### src/rtl/lgs_pkg.sv
package lgs_pkg;

   localparam int COLUMNS = 64;
   localparam int ROWS = 64;
   localparam int ROW_W = $clog2(ROWS);
   localparam int CNT_W = $clog2(ROWS + 2);

   typedef enum logic [1:0] {
      MODE_WRITE   = 2'd0,
      MODE_ADVANCE = 2'd1,
      MODE_READ    = 2'd2
   } mode_type;

   typedef struct packed {
      logic               wr_en;
      logic [ROW_W-1:0]   wr_addr;
      logic [COLUMNS-1:0] wr_cells;
      logic               rd_en;
      logic [ROW_W-1:0]   rd_addr;
   } ram_req_type;

endpackage

### src/rtl/lgs_row_store.sv
module lgs_row_store
   import lgs_pkg::*;
(
   input  logic               clock,
   input  logic               reset,
   input  ram_req_type        ram_req,
   output logic [COLUMNS-1:0] rd_cells
);

   logic [COLUMNS-1:0] mem [ROWS];
   logic [ROWS-1:0]    row_valid_ff;
   logic [ROWS-1:0]    row_valid_in;
   logic [COLUMNS-1:0] rd_data_ff;
   logic               rd_valid_ff;

   always_comb begin
      row_valid_in = row_valid_ff;
      if (ram_req.wr_en) begin
         row_valid_in[ram_req.wr_addr] = 1'b1;
      end
   end

   always_ff @(posedge clock) begin
      if (reset) begin
         row_valid_ff <= '0;
      end else begin
         row_valid_ff <= row_valid_in;
      end
   end

   always_ff @(posedge clock) begin
      if (ram_req.wr_en) begin
         mem[ram_req.wr_addr] <= ram_req.wr_cells;
      end
   end

   always_ff @(posedge clock) begin
      if (ram_req.rd_en) begin
         rd_data_ff  <= mem[ram_req.rd_addr];
         rd_valid_ff <= row_valid_ff[ram_req.rd_addr];
      end
   end

   // rows never written since reset read as dead
   assign rd_cells = rd_valid_ff ? rd_data_ff : '0;

endmodule

### config.mk
export PLATFORM = sky130hd
export DESIGN_NAME = lgs_row_store
export DESIGN_NICKNAME = d
export VERILOG_FILES = /design/src/rtl/lgs_pkg.sv /design/src/rtl/lgs_row_store.sv
export SDC_FILE = /design/constraint.sdc
export NUM_CORES = 2
export LEC_CHECK = 0
export BUFFER_PORTS_ARGS = -buffer_cell sky130_fd_sc_hd__buf_2
export CAP_MARGIN = 20
export CORE_MARGIN = 2
export CORE_UTILIZATION = 45
export DETAILED_ROUTE_END_ITERATION = 10
export PLACE_DENSITY = 0.69
export SLEW_MARGIN = 20
export SYNTH_ARGS = -nofsm -noshare
export SYNTH_HDL_FRONTEND = slang
export SYNTH_SLANG_ARGS = --single-unit
### constraint.sdc
create_clock -name clock -period 5.6 [get_ports clock]
set_clock_uncertainty 0.15 [all_clocks]
set_input_delay 0.28 -clock clock [delete_from_list [all_inputs] [get_ports clock]]
set_output_delay 0.28 -clock clock [all_outputs]
set_load 0.03 [all_outputs]
==> out/qor_table.md <==
| Step | Quantity | Reported |
|:---|:---|:---|
| worst setup path | Critical path arrival | 3.69 ns |
| logic synthesis | Cell types with the largest area share after synthesis | edfxtp_1, mux4_2, mux2i_1, a22oi_1, dfxtp_1 |
| global route | Antenna violations before repair | 31 |
| clocking | Clock tree from TritonCTS | built |
| route | Post-detailed-route DRC marker count | 0 |
| sta | Setup slack of the critical path after layout | 2.293 ns |
| pwr | Leak pwr | 56.58 nW |
| logic synthesis | Largest area contributor in the synthesized netlist | edfxtp_1 |
| job | Max-capacitance violation count | 0 |
| logic synthesis | Top-area cell type share of the netlist area | 78.12% |
| pwr | Overall power after layout | 64.84 mW |
| sta | Time the final worst path needs with I/O delays and setup | 3.307 ns |
| worst setup path | Type of element capturing the critical path | flop |
| sta | Worst slew pin tran | 1.232 ns |
| finish | Number of fill cells | 26669 |
| route | Average wire per cell in the routed design | 35.07 um |
| global route | First-pass GRT wire length | 610300 um |
| global route | Global-route congestion overflow total | 0 |
| logic synthesis | Count of unique library cells instantiated by Yosys | 33 |
| finish | Commonest cells after routing, fill and taps aside | edfxtp_1, mux4_2, clkbuf_16 |
| sta | Portion of the clock cycle consumed by the worst path in the final layout | 59.05% |
| sta | Setup repair after global routing missed its margin | false |
| clocking | CTS HTree Levels | 5 |
| logic synthesis | Proportion of synthesized chip area in sequential cells | 78.92% |
| finish | Combined flip-flop and latch cell area | 126200 sq um |
| sta | Worst-case headroom to the max-slew limit | 17.69% |
| finish | Most common cell after layout, fill and taps aside | edfxtp_1 |
| finish | Area of the multi-input gates | 32210 sq um |
| floorplanning | Die width | 600.2 um |
| clocking | Clock root cell | clkbuf_16 |
| route | Vias | 79633 |
| route | Initial DRC Count | 12407 |
| clocking | Clock transition at the registers of the reported paths | 0.06 ns |
| logic synthesis | Cell area after synthesis | 159900 sq um |
| sta | Total Negative Setup Slacks | 0 ns |
| floorplanning | Die area | 360200 sq um |
| logic synthesis | Post-synthesis sequential element count | 4225 |
| floorplanning | Number of rows in the core area | 218 |
| global route | Pin count of the biggest net entering global routing | 122 |
| worst setup path | Maximum fanout along the worst path | 24 |
| floorplanning | Die extent in y | 600.2 um |
| route | 1st-pass router iterations | 5 |
| placed design | IO buf count | 143 |
| sta | Final setup viols | 0 |
| logic synthesis | Mapped Avg Cell Area | 23.01 sq um |
| placed design | Final HPWL from detailed placement | 226100 um |
| logic synthesis | Post-synth EDFFs | 4161 |
| outcome | Result of the run | complete, no violations |
| global route | Number of global-route vias before repair | 79436 |
| route | Post-DR vias/cell | 6.374 |
| placed design | Post-Place Worst Slack | 1.771 ns |
| global route | Total global routing track utilization | 24.15% |
| logic synthesis | Async set or reset register ratio after synthesis | 0% |
| placed design | Post-place instance area | 167900 sq um |
| floorplanning | Boundary Pins | 144 |
| sta | Final Hold Vio Count | 0 |
| logic synthesis | Main flop type after synthesis | edfxtp_1 |
| finish | Ratio of cells with drive above 1 in the final layout | 27.08% |
| floorplanning | Core region area | 353200 sq um |
| finish | Final net count | 7509 |
| logic synthesis | Number of warnings issued by yosys | 0 |
| route | Count of antenna-violating nets left after detailed routing | 0 |
| worst setup path | Crit path kind | input port to flop |
| worst setup path | WP data required | 5.99 ns |
| clocking | Number of clock sinks seen by CTS | 4225 |
| sta | Max-slew violation total from the final report | 0 |
| worst setup path | CP startpoint kind | input port |
| route | Total routed wirelength | 438100 um |
| finish | Utilization after layout | 51.39% |
| sta | Timing-limited maximum frequency | 0.3024 GHz |
| clocking | Largest buffer count on any clock path | 4 |
| finish | Synthesis-to-layout area growth | 13.48% |
| pwr | Power per cell area | 357.2 nW/um^2 |
| finish | Post-layout instance area | 181500 sq um |
| min path | Type of the most critical hold path | input port to flop |
| logic synthesis | Post-Syn Nets | 7032 |
| floorplanning | Effective utilization at floorplan | 45.28% |
| clocking | Clock latency on the worst-skew pair | 0.94 ns |
| clocking | Resized cells post-CTS | 0 |
| logic synthesis | Number of standard cells after synthesis | 6952 |
| clocking | Number of clock buffers inserted by TritonCTS | 399 |
| placed design | Final estimated routing congestion in global placement | 0.7955 |
| pwr | Maximum vdd ir drop | 0.2805 mV |
[where the power goes]
| group | switching, mW | internal, mW | leakage, nW |
|---|---|---|---|
| registers | 0.117 | 35.0 | 38.0 |
| logic | 1.96 | 1.12 | 12.4 |
| clock network | 11.7 | 15.0 | 6.17 |
[final timing paths]
path	depth (start not counted)	slack, ns	to	startpoint
min reg2reg	2	0.32	row_valid_ff[6]$_SDFFE_PP0P_	row_valid_ff[6]$_SDFFE_PP0P_
min	4	0.10	mem[52][18]$_DFFE_PP_	ram_req[74]
max	7	2.29	mem[59][56]$_DFFE_PP_	ram_req[71]
max reg2reg	5	3.12	rd_data_ff[21]$_DFFE_PP_	mem[4][21]$_DFFE_PP_
[cell usage after synthesis, types with 2 or more instances]
library cell / number
buf_2: 158
nor2_1: 250
or2_2: 25
o21ba_2: 4
a2111oi_0: 21
mux4_2: 1040
nand3_1: 96
buf_6: 17
o22ai_1: 84
nand2b_1: 6
nor3_1: 4
a41oi_1: 25
nor2b_1: 32
buf_1: 14
clkbuf_1: 136
a31oi_1: 39
mux2i_1: 196
and2_1: 67
a22oi_1: 258
nand2_1: 118
or3_1: 27
inv_1: 19
nand4_1: 2
edfxtp_1: 4161
a22o_1: 2
dfxtp_1: 64
a2bb2oi_1: 19
buf_4: 63
[layer usage]
metal | vias to the layer above | routed length (um) | GRT usage [%] | part of all wire (%)
met5 | - | 86 | 0 | 0.020
met4 | 12 | 20030 | 9.951 | 4.6
met3 | 1006 | 48190 | 4.266 | 11
met2 | 5362 | 211100 | 38.80 | 48
met1 | 42718 | 158600 | 32.87 | 36
li1 | 30535 | - | - | -
[final cells by class]
class                           count  share of cell area (%)
Antenna cell                       16                 0.02206
Clock buffer                      478                   5.734
Clock inverter                    241                   1.255
Inverter                           19                 0.03929
Multi-Input combinational cell   2320                   17.74
Sequential cell                  4225                   69.54
Tap cell                         4730                   3.260
Timing Repair Buffer              464                   2.402
[worst max-delay path: stages]
cell,delay (ns)
dlygate4sd3_1,0.63
buf_2,0.36
nor2b_1,0.22
nand3_1,0.53
nor2_4,0.27
buf_4,0.68
buf_4,0.65
[flip-flops by register name, indices dropped and copies added, names as in the netlist]
name          flops
rd_data_ff       64
rd_valid_ff       1
mem            4096
row_valid_ff     64
[logic make-up after synthesis]
family	after synthesis	share of synthesized area (%)
AO/OA/AOI/OAI	454	2.092
buffers and inverters	407	1.306
flip-flops	4225	78.92
multiplexers	1236	15.87
AND/OR/NAND/NOR	630	1.812
[what timing repair did]
| item | CTS | global route |
|---|---|---|
| endpoints found under the setup margin | 0 | 0 |
| hold endpoints to repair | 3389 | 128 |
| setup buffers | 0 | 0 |
| hold buffers | 71 | 2 |
[per-stage QoR]
stage               cells  hold WS, ns
global route        12486       0.1171
finish              12493       0.1049
CTS                 12470     0.005049
floorplan            6952       0.2289
global placement    11679       0.2928
detailed placement  11680       0.3040
Note: power is estimated with default switching activity, not from simulation.
